===== src/design/color_key_span_extractor_macros.svh =====
// ----------------------------------------------------------------------------
// Assertion macros for the color key span extractor
// Shared concurrent assertion forms, reset-qualified.
// ----------------------------------------------------------------------------
`ifndef COLOR_KEY_SPAN_EXTRACTOR_MACROS_SVH
`define COLOR_KEY_SPAN_EXTRACTOR_MACROS_SVH

// same-cycle implication
`define CKSE_ASSERT_IMP(label, clk, rst_n, ante, cons) \
	label: assert property (@(posedge clk) disable iff (!rst_n) (ante) |-> (cons)) \
		else $error("span extractor assertion failed");

// next-cycle implication
`define CKSE_ASSERT_NXT(label, clk, rst_n, ante, cons) \
	label: assert property (@(posedge clk) disable iff (!rst_n) (ante) |=> (cons)) \
		else $error("span extractor assertion failed");

`endif


===== src/design/ckse_pkg.sv =====
// ----------------------------------------------------------------------------
// ckse_pkg
// Types and constants shared by the color key span extractor modules.
// ----------------------------------------------------------------------------
package ckse_pkg;

	localparam int COORD_W   = 12;
	localparam int KEY_W     = 32;
	localparam int LAYER_W   = 8;
	localparam int DIM_W     = 13;
	localparam int CFG_IDX_W = 2;
	localparam int Q_DEPTH   = 3;
	localparam int Q_CNT_W   = 2;

	localparam logic [DIM_W-1:0]   ROW_WIDTH_RST = 13'd640;
	localparam logic [DIM_W-1:0]   ROW_COUNT_RST = 13'd480;
	localparam logic [LAYER_W-1:0] LAYER_RST     = 8'd1;

	typedef enum logic [CFG_IDX_W-1:0] {
		REG_ROW_WIDTH = 2'd0,
		REG_ROW_COUNT = 2'd1,
		REG_LAYER     = 2'd2
	} cfg_reg_e;

	typedef struct packed {
		logic [DIM_W-1:0]   row_width;
		logic [DIM_W-1:0]   row_count;
		logic [LAYER_W-1:0] layer;
	} cfg_t;

	typedef struct packed {
		logic [COORD_W-1:0] row;
		logic [COORD_W-1:0] left_col;
		logic [COORD_W-1:0] right_col;
		logic [KEY_W-1:0]   color_key;
		logic [LAYER_W-1:0] span_layer;
		logic               last;
	} span_t;

	typedef struct packed {
		logic [1:0] count;
		span_t      first;
		span_t      second;
	} core_res_t;

endpackage


===== src/design/color_key_span_extractor.sv =====
// ----------------------------------------------------------------------------
// color_key_span_extractor: run-length spans of equal nonzero color key
// Pixels wait in the input register; their spans pass via the result queue.
// One pixel per cycle while the queue has room for two spans; a pixel closing
// two spans holds off the next pixel even with the output ready, longer while
// the output stalls (result queue of 3 entries). Reset clears all scan state;
// registers return to 640 x 480, layer 1.
// ----------------------------------------------------------------------------
module color_key_span_extractor #(
	parameter int MAX_WIDTH  = 4096,
	parameter int MAX_HEIGHT = 4096
) (
	input  logic                               clk,
	input  logic                               arst_n,
	input  logic                               in_valid,
	output logic                               in_ready,
	input  logic [ckse_pkg::KEY_W-1:0]         pixel_key,
	output logic                               out_valid,
	input  logic                               out_ready,
	output logic [ckse_pkg::COORD_W-1:0]       row,
	output logic [ckse_pkg::COORD_W-1:0]       left_col,
	output logic [ckse_pkg::COORD_W-1:0]       right_col,
	output logic [ckse_pkg::KEY_W-1:0]         color_key,
	output logic [ckse_pkg::LAYER_W-1:0]       span_layer,
	output logic                               last,
	input  logic                               cfg_valid,
	output logic                               cfg_ready,
	input  logic [ckse_pkg::CFG_IDX_W-1:0]     cfg_index,
	input  logic [ckse_pkg::DIM_W-1:0]         cfg_data
);

	ckse_pkg::cfg_t             cfg_q;
	logic                       vld_s1;
	logic [ckse_pkg::KEY_W-1:0] pix_s1;
	logic                       room;
	logic                       fire;
	ckse_pkg::core_res_t        res;
	ckse_pkg::span_t            head;

	assign cfg_ready = 1'b1;

	always_ff @(posedge clk or negedge arst_n) begin
		if (!arst_n) begin
			cfg_q.row_width <= ckse_pkg::ROW_WIDTH_RST;
			cfg_q.row_count <= ckse_pkg::ROW_COUNT_RST;
			cfg_q.layer     <= ckse_pkg::LAYER_RST;
		end else if (cfg_valid) begin
			case (cfg_index)
				ckse_pkg::REG_ROW_WIDTH: cfg_q.row_width <= cfg_data;
				ckse_pkg::REG_ROW_COUNT: cfg_q.row_count <= cfg_data;
				ckse_pkg::REG_LAYER:     cfg_q.layer     <= cfg_data[ckse_pkg::LAYER_W-1:0];
				default: ;
			endcase
		end
	end

	// process the held pixel once the queue can take two spans
	assign fire     = vld_s1 && room;
	assign in_ready = !vld_s1 || fire;

	always_ff @(posedge clk or negedge arst_n) begin
		if (!arst_n) begin
			vld_s1 <= 1'b0;
		end else if (in_ready) begin
			vld_s1 <= in_valid;
		end
	end

	always_ff @(posedge clk) begin
		if (in_ready && in_valid)
			pix_s1 <= pixel_key;
	end

	ckse_span_core #(
		.MAX_WIDTH  (MAX_WIDTH),
		.MAX_HEIGHT (MAX_HEIGHT)
	) u_core (
		.clk       (clk),
		.arst_n    (arst_n),
		.fire      (fire),
		.pixel_key (pix_s1),
		.cfg       (cfg_q),
		.res       (res)
	);

	ckse_result_queue u_queue (
		.clk       (clk),
		.arst_n    (arst_n),
		.push      (fire),
		.res       (res),
		.room      (room),
		.out_valid (out_valid),
		.out_ready (out_ready),
		.head      (head)
	);

	assign row        = head.row;
	assign left_col   = head.left_col;
	assign right_col  = head.right_col;
	assign color_key  = head.color_key;
	assign span_layer = head.span_layer;
	assign last       = head.last;

endmodule


===== src/design/ckse_span_core.sv =====
// ----------------------------------------------------------------------------
// ckse_span_core
// Scan position and open span state; forms up to two closed spans per pixel.
// ----------------------------------------------------------------------------
module ckse_span_core #(
	parameter int MAX_WIDTH  = 4096,
	parameter int MAX_HEIGHT = 4096
) (
	input  logic                       clk,
	input  logic                       arst_n,
	input  logic                       fire,
	input  logic [ckse_pkg::KEY_W-1:0] pixel_key,
	input  ckse_pkg::cfg_t             cfg,
	output ckse_pkg::core_res_t        res
);

	localparam int CW   = $clog2(MAX_WIDTH);
	localparam int RW   = (MAX_HEIGHT > 1) ? $clog2(MAX_HEIGHT) : 1;
	localparam int WMW  = $clog2(MAX_WIDTH + 1);
	localparam int HMW  = $clog2(MAX_HEIGHT + 1);
	localparam int WXW  = (WMW > ckse_pkg::DIM_W) ? WMW : ckse_pkg::DIM_W;
	localparam int HXW  = (HMW > ckse_pkg::DIM_W) ? HMW : ckse_pkg::DIM_W;

	logic [CW-1:0]              col_q;
	logic [RW-1:0]              row_q;
	logic                       span_open_q;
	logic [ckse_pkg::KEY_W-1:0] open_key_q;
	logic [CW-1:0]              open_start_q;

	logic [WXW-1:0] width_req;
	logic [WXW-1:0] eff_width;
	logic [HXW-1:0] height_req;
	logic [HXW-1:0] eff_height;
	logic           row_end;
	logic           row_wrap;
	logic           key_nz;
	logic           key_same;
	logic           close_open;
	logic           close_end;
	ckse_pkg::span_t span_a;
	ckse_pkg::span_t span_b;

	// clamp the configured dimensions to 1..MAX
	always_comb begin
		width_req  = WXW'(cfg.row_width);
		height_req = HXW'(cfg.row_count);
		if (width_req == '0)
			eff_width = WXW'(1);
		else if (width_req > WXW'(MAX_WIDTH))
			eff_width = WXW'(MAX_WIDTH);
		else
			eff_width = width_req;
		if (height_req == '0)
			eff_height = HXW'(1);
		else if (height_req > HXW'(MAX_HEIGHT))
			eff_height = HXW'(MAX_HEIGHT);
		else
			eff_height = height_req;
	end

	assign row_end    = WXW'(col_q) >= (eff_width - WXW'(1));
	assign row_wrap   = (HXW'(row_q) + HXW'(1)) >= eff_height;
	assign key_nz     = pixel_key != '0;
	assign key_same   = pixel_key == open_key_q;
	assign close_open = span_open_q && (!key_nz || !key_same);
	assign close_end  = key_nz && row_end;

	always_comb begin
		span_a.row        = ckse_pkg::COORD_W'(row_q);
		span_a.left_col   = ckse_pkg::COORD_W'(open_start_q);
		span_a.right_col  = ckse_pkg::COORD_W'(col_q) - ckse_pkg::COORD_W'(1);
		span_a.color_key  = open_key_q;
		span_a.span_layer = cfg.layer;
		span_a.last       = !close_end;

		span_b.row        = ckse_pkg::COORD_W'(row_q);
		span_b.left_col   = (span_open_q && key_same) ? ckse_pkg::COORD_W'(open_start_q)
		                                              : ckse_pkg::COORD_W'(col_q);
		span_b.right_col  = ckse_pkg::COORD_W'(col_q);
		span_b.color_key  = pixel_key;
		span_b.span_layer = cfg.layer;
		span_b.last       = 1'b1;

		res.count  = 2'(close_open) + 2'(close_end);
		res.first  = close_open ? span_a : span_b;
		res.second = span_b;
	end

	always_ff @(posedge clk or negedge arst_n) begin
		if (!arst_n) begin
			col_q        <= '0;
			row_q        <= '0;
			span_open_q  <= 1'b0;
			open_key_q   <= '0;
			open_start_q <= '0;
		end else if (fire) begin
			if (row_end) begin
				col_q <= '0;
				row_q <= row_wrap ? '0 : row_q + RW'(1);
			end else begin
				col_q <= col_q + CW'(1);
			end
			// a zero pixel or a row end drops the open span and its key
			if (!key_nz || row_end) begin
				span_open_q <= 1'b0;
				open_key_q  <= '0;
			end else if (!span_open_q || !key_same) begin
				span_open_q  <= 1'b1;
				open_key_q   <= pixel_key;
				open_start_q <= col_q;
			end
		end
	end

endmodule


===== src/design/ckse_result_queue.sv =====
// ----------------------------------------------------------------------------
// ckse_result_queue
// Three-entry result queue; takes up to two spans per cycle, presents one.
// ----------------------------------------------------------------------------
`include "color_key_span_extractor_macros.svh"

module ckse_result_queue (
	input  logic                clk,
	input  logic                arst_n,
	input  logic                push,
	input  ckse_pkg::core_res_t res,
	output logic                room,
	output logic                out_valid,
	input  logic                out_ready,
	output ckse_pkg::span_t     head
);

	ckse_pkg::span_t               slot_q [ckse_pkg::Q_DEPTH];
	ckse_pkg::span_t               slot_d [ckse_pkg::Q_DEPTH];
	logic [ckse_pkg::Q_CNT_W-1:0]  cnt_q;
	logic [ckse_pkg::Q_CNT_W-1:0]  cnt_pop;
	logic [ckse_pkg::Q_CNT_W-1:0]  push_cnt;
	logic                          pop;

	assign out_valid = cnt_q != '0;
	assign head      = slot_q[0];
	assign pop       = out_valid && out_ready;
	// room for two more regardless of the consumer
	assign room      = cnt_q <= ckse_pkg::Q_CNT_W'(1);
	assign push_cnt  = push ? res.count : '0;
	assign cnt_pop   = cnt_q - ckse_pkg::Q_CNT_W'(pop);

	always_comb begin
		// advance on pop, then drop new spans in behind the survivors
		if (pop) begin
			slot_d[0] = slot_q[1];
			slot_d[1] = slot_q[2];
		end else begin
			slot_d[0] = slot_q[0];
			slot_d[1] = slot_q[1];
		end
		slot_d[2] = slot_q[2];
		for (int i = 0; i < ckse_pkg::Q_DEPTH; i++) begin
			if (push_cnt != '0 && ckse_pkg::Q_CNT_W'(i) == cnt_pop)
				slot_d[i] = res.first;
			if (push_cnt == 2'd2 && ckse_pkg::Q_CNT_W'(i) == cnt_pop + ckse_pkg::Q_CNT_W'(1))
				slot_d[i] = res.second;
		end
	end

	always_ff @(posedge clk or negedge arst_n) begin
		if (!arst_n) begin
			cnt_q <= '0;
		end else begin
			cnt_q <= cnt_pop + push_cnt;
		end
	end

	always_ff @(posedge clk) begin
		for (int i = 0; i < ckse_pkg::Q_DEPTH; i++)
			slot_q[i] <= slot_d[i];
	end

	`CKSE_ASSERT_IMP(a_push_has_room, clk, arst_n, push_cnt != '0, cnt_q <= 2'd1)
	`CKSE_ASSERT_IMP(a_head_key_nonzero, clk, arst_n, out_valid, slot_q[0].color_key != '0)
	`CKSE_ASSERT_NXT(a_double_push_count, clk, arst_n, push_cnt == 2'd2 && !pop,
		cnt_q == $past(cnt_q) + 2'd2)

endmodule

===== config.mk =====
export PLATFORM = sky130hd
export DESIGN_NAME = color_key_span_extractor
export DESIGN_NICKNAME = d
export VERILOG_FILES = /design/src/design/ckse_pkg.sv /design/src/design/color_key_span_extractor.sv /design/src/design/ckse_span_core.sv /design/src/design/ckse_result_queue.sv
export VERILOG_INCLUDE_DIRS = /design/src /design/src/design
export SDC_FILE = /design/constraint.sdc
export NUM_CORES = 1
export LEC_CHECK = 0
export BUFFER_PORTS_ARGS = -buffer_cell sky130_fd_sc_hd__clkbuf_2
export CAP_MARGIN = 10
export CORE_MARGIN = 8
export CORE_UTILIZATION = 65
export CTS_CLUSTER_SIZE = 40
export DETAILED_ROUTE_END_ITERATION = 16
export PLACE_DENSITY = 0.85
export SLEW_MARGIN = 10
export SYNTH_ARGS = -nofsm -noshare
export SYNTH_HDL_FRONTEND = slang
export SYNTH_SLANG_ARGS = --single-unit

===== constraint.sdc =====
create_clock -name clk -period 15.8 [get_ports clk]
set_clock_uncertainty 0.15 [all_clocks]
set_input_delay 3.16 -clock clk [delete_from_list [all_inputs] [get_ports clk]]
set_output_delay 3.16 -clock clk [all_outputs]
set_load 0.03 [all_outputs]

# Word-level counts from Yosys, hierarchy flattened
# Memories as Yosys holds them, arrays and structs flattened.
# Index checks and enable logic that the tools add are counted.
classes:
  addsub: 9
  n_lt_le_gt_ge: 5
  n_eq_ne: 8
  n_mux: 20
  bitwise: 1
  reduce_logical: 36
ops:
  columns: ["operator", "n"]
  rows:
  - ["$mux W77", 6]
  - ["$mux W154", 1]
  - ["$mux W65", 1]
  - ["$mux W32", 2]
  - ["$mux W13", 4]
  - ["$mux W12", 3]
  - ["$eq A32 B32 Y1", 1]
  - ["$reduce_bool A32 Y1", 1]
  - ["$gt A13 B13 Y1 const B", 2]
  - ["$logic_not A13 Y1", 2]
  - ["$add A12 B1 Y12 const B", 2]
  - ["$add A12 B1 Y13 const B", 1]
  - ["$ge A12 B13 Y1", 1]
  - ["$ge A13 B13 Y1", 1]
  - ["$sub A13 B1 Y13 const B", 1]
  - ["$logic_and A1 B1 Y1", 12]
  - ["$sub A12 B1 Y12 const B", 1]
  - ["$reduce_and A2 Y1", 5]
  - ["$logic_not A2 Y1", 3]
  - ["$reduce_bool A2 Y1", 3]
  - ["$logic_not A1 Y1", 5]
  - ["$eq A1 B2 Y1 const A", 2]
  - ["$eq A2 B2 Y1 const A", 2]
  - ["$eq A2 B2 Y1 const B", 2]
  - ["11 further kinds", 15]
word_totals:
  reg_bits: 138
  ramBits: 231
  in_bits: 52
  output_inout_bits: 80
  memories: 1
memory_table:
  columns: ["memory", "words", "width", "rd", "rd_ports_with_merged_regs", "wr", "line", "text"]
  rows:
  - ["u_queue.slot_q", 3, 77, 3, 0, 3, "ckse_result_queue.sv:18", "ckse_pkg::span_t slot_q [ckse_pkg::Q_DEPTH];"]

# Longest topological paths before layout
logic_depth:
  word_depth: 12
  depth_mapped: 25
  depth_no_buf: 21

# By module
# From an unflattened synthesis, not the netlist that was laid out.
hier_totals:
  cells_unflattened: 1994
  hier_area_um2: 21518.1
by_module_without_submodules:
  columns: ["module", "instances", "cells_each", "area_each_um2", "seq_area_each_um2"]
  rows:
  - ["ckse_result_queue", 1, 1264, 13486.7, 6986.7]
  - ["ckse_span_core", 1, 618, 5698.0, 1726.7]
  - ["color_key_span_extractor", 1, 112, 2333.5, 1845.5]

# Least setup slack after synthesis
# No wires, ideal clock.
synth_path:
  path_kind: "in2reg"
  startpoint: "input out_ready"
  endpoint: "memory u_queue.slot_q[0][155] (netlist bit) (enable)"
  setup_time_ns: 0.467
  t_arrival_ns: 6.689
  slack_ns: 8.494
  stages: 8
  path_cell_list: "nand2_1 -> inv_1 -> ha_1 -> o21ai_0 -> or2_2 -> clkbuf_1 -> nand2_1 -> clkbuf_1"
synth_lines:
  columns: ["element", "line", "text"]
  rows:
  - ["start: declaration", "color_key_span_extractor.sv:19", "input logic out_ready,"]
  - ["end: declaration", "ckse_result_queue.sv:18", null]

==> impl_results.md <==
* Slew Limit Fails at 0
* Sequential area share after synthesis at 58.62%
* Worst Path Arrival at roughly 6800 ps
* Hold Path Class: flip-flop to flip-flop
* Buffers on Ports at 130
* Crit-path max cell delay at ~800 ps
* Setup TNS at 0 ps
* CP cell instances: nor4_1 -> nand3_1 -> nor3_1 -> o21ai_0 -> ha_1 -> nand2_1 -> mux2i_1 -> a21o_1 -> ha_1 -> a21o_1 -> a21o_1 -> a2111oi_0 -> o21a_1 -> nor3_1 -> ha_1 -> o21ai_0 -> or3_1 -> nand2_1 -> nor2_1 -> a221oi_1
* Rel. slew slack at 21.14%
* First-iteration detailed-routing DRC count at about 1,900
* Hold Fails Final Rpt at 0
* DR vias at between 10,000 and 15,000
* Worst skew pair latency at between 500 and 600 ps
* First-pass GRT wire length at ~70,000 µm
* Clock-pin slew on the worst setup and hold paths at around 60 ps
* CTS-repair resized insts at 0
* Longest Clk Path Bufs at 3
* Clock sink count at roughly 370
* Max Freq at approximately 0.15 GHz
* Starting density of the core at 65.37%
* CP delay by family, top: simple AND/OR/NAND/NOR gates
* Syn Inst Count at 1,478
* Worst path slowest cell: nand2_1
* Post-Route WL at 44,500 µm
* Syn nets at approximately 1,600
* Synth cell types at a little under 70
* FFs w/ async S/R, synth at 28.73%
* Top-count cell post-synth: edfxtp_1
* Die area at around 0.033 mm²
* CP max FO at 23
* RSZ-0062 raised after global routing: false
* Count of final setup violators at 0
* Critical path required time at 15,900 ps
* Post-synth top cells: edfxtp_1 (260), nand2_1 (161), dfrtp_1 (99)
* H-tree lvl count at 2
* Root Buffer: clkbuf_16
* DR vias/cell at just under 7
* Tightest Pin Transition at 1183 ps
* I/O Pins at ~130
* Worst Setup End Kind: flip-flop
* Period Utilization, post-route at ~42%
* Die height at ~180 µm
* Startpoint class of the critical path: flip-flop
* Vias in the first global route at between 10,000 and 15,000
* Synth area leader: edfxtp_1
* Total GRT Usage at 26.39%
* Yosys warnings at 0
* Power Total at between 3000 and 4000 µW
* Drt pass-1 iters at 14
* # Post-CTS Setup Buffers at 0
* CTS Buf Count at 38
* Initial antenna violation count at 0
* Fraction of layout cells with a size suffix above 1 at a little under a fifth
* Power per Cell Area at about 190 mW/mm²
* Cts hold-fix bufs at 0
* Ys flop type: edfxtp_1
* VDD IR max at 0.1008 mV
* DPL Wire Length at 26,760 µm
* Synth Area per Inst at about 12 µm²
* Synth Cell Area at between 0.015 and 0.02 mm²
* Core Box Area at around 0.027 mm²
* Max_cap viols at 0
* Top-area cell type share of the netlist area at a little over two fifths
* Fill count at between 1,500 and 2,000
* ANT nets after route at 0
* Die Wd at approximately 180 µm
* Fin nets at between 1,500 and 2,000
* Synth area leaders: edfxtp_1 (43%), dfrtp_1 (14%), a222oi_1 (3.6%)
* Worst setup path class: flip-flop to flip-flop
* CTS tree: yes
* Area growth syn-to-layout at 8.617%
* Final GP Congestion at about 0.87
* Post-synth EDFFs at 260
* #FFs+latches synth at between 300 and 400
* Crit path buffers/inverters at 0
* DRC viols at 0
* Largest net degree at the start of global routing at 77
* Crit path time final at roughly 6700 ps
* Wire per inst at 23.82 µm
* # rows at between 60 and 70
* Leakage at just over 0.008 µW
* Outcome: completed
* Diode count at 0
* Gr ovfl total at 0
flip-flops by register name, indices dropped and copies added, names as in the netlist:
| name | flops |
|---|---|
| u_core.open_key_q | 32 |
| u_core.span_open_q | 1 |
| cfg_q | 34 |
| u_core.col_q | 12 |
| pix_s1 | 32 |
| u_core.row_q | 12 |
| u_queue.slot_q | 231 |
| u_queue.cnt_q | 2 |
| vld_s1 | 1 |
| u_core.open_start_q | 12 |
report_power, final:
group	switching [µW]	internal, µW
logic	837	389
registers	228	1430
clock network	362	537
metrics by stage:
step	worst slack, ps	util (%)	cells	instance area (µm²)	hold WS (ps)
floorplan	8494	-	1478	17960	292.0
global placement	9313	66.44	1799	18260	304.7
detailed placement	9176	66.44	1799	18260	312.5
CTS	9157	71.01	1868	19510	325.4
global route	8561	71.01	1868	19510	364.4
finish	9111	71.01	1868	19510	322.6
layout make-up:
type	count	area, µm²	share of cell area, %
Clock buffer	57	1114	5.708
Multi-Input combinational cell	857	6213	31.85
Inverter	80	300.3	1.539
Tap cell	346	432.9	2.219
Clock inverter	12	140.1	0.7183
Timing Repair Buffer	147	780.7	4.002
Sequential cell	369	10530	53.97
worst min-delay path: stages, from the launching register on:
cell,delay (ps)
dfxtp_1,320
nand2_1,50
o211ai_1,60
kinds of logic (layout without fill, tap and decap cells):
kind of cell,after synthesis,in the layout,synth area share (%)
flip-flops,369,369,58.62
AND/OR/NAND/NOR,366,366,10.03
AO/OA/AOI/OAI,326,326,14.63
buffers and inverters,252,296,7.189
multiplexers,73,73,4.388
XOR/XNOR,58,58,2.828
adder cells (fa/ha/maj),33,33,2.299
other,1,1,0.02088
placed cells by master, fill, tap and decap left out, types with 13 or more instances in the layout:
master and n:
clkbuf_16 39, a21oi_1 17, ha_1 33, buf_4 18, o22ai_1 14, dfrtp_1 99
a221o_1 16, nor2_1 54, a22o_1 68, a221oi_1 21, edfxtp_1 260, nand2_1 158
nand3_1 17, mux2i_1 27, xnor2_1 45, o21ai_0 42, nor2b_1 13, nor3_1 18
and2_1 19, a222oi_1 64, a21o_1 16, xor2_1 13, clkbuf_2 129, nor4_1 20
mux2_2 46, inv_1 80
worst paths after layout:
kind | startpoint | to | slack [ps] | depth (start not counted)
setup / recovery | cfg_q[25] | u_queue.slot_q[0][59] | 9110 | 20
hold / removal | u_queue.slot_q[0][154] | u_queue.slot_q[0][154] | 320 | 2
setup reg to reg | cfg_q[25] | u_queue.slot_q[0][59] | 9110 | 20
hold reg to reg | u_queue.slot_q[0][154] | u_queue.slot_q[0][154] | 320 | 2
max in group asynchronous | arst_n | u_core.open_key_q[7] | 11700 | 2
min in group asynchronous | arst_n | cfg_q[3] | 2580 | 1
per-layer routing:
layer	vias to the layer above	GRT usage, %	part of all wire, %
met1	6273	36.80	39
met3	113	5.349	11
met5	-	0	0
met4	0	9.380	3.0
li1	5551	-	-
met2	884	40.80	47
(Power assumes the default switching activity.)
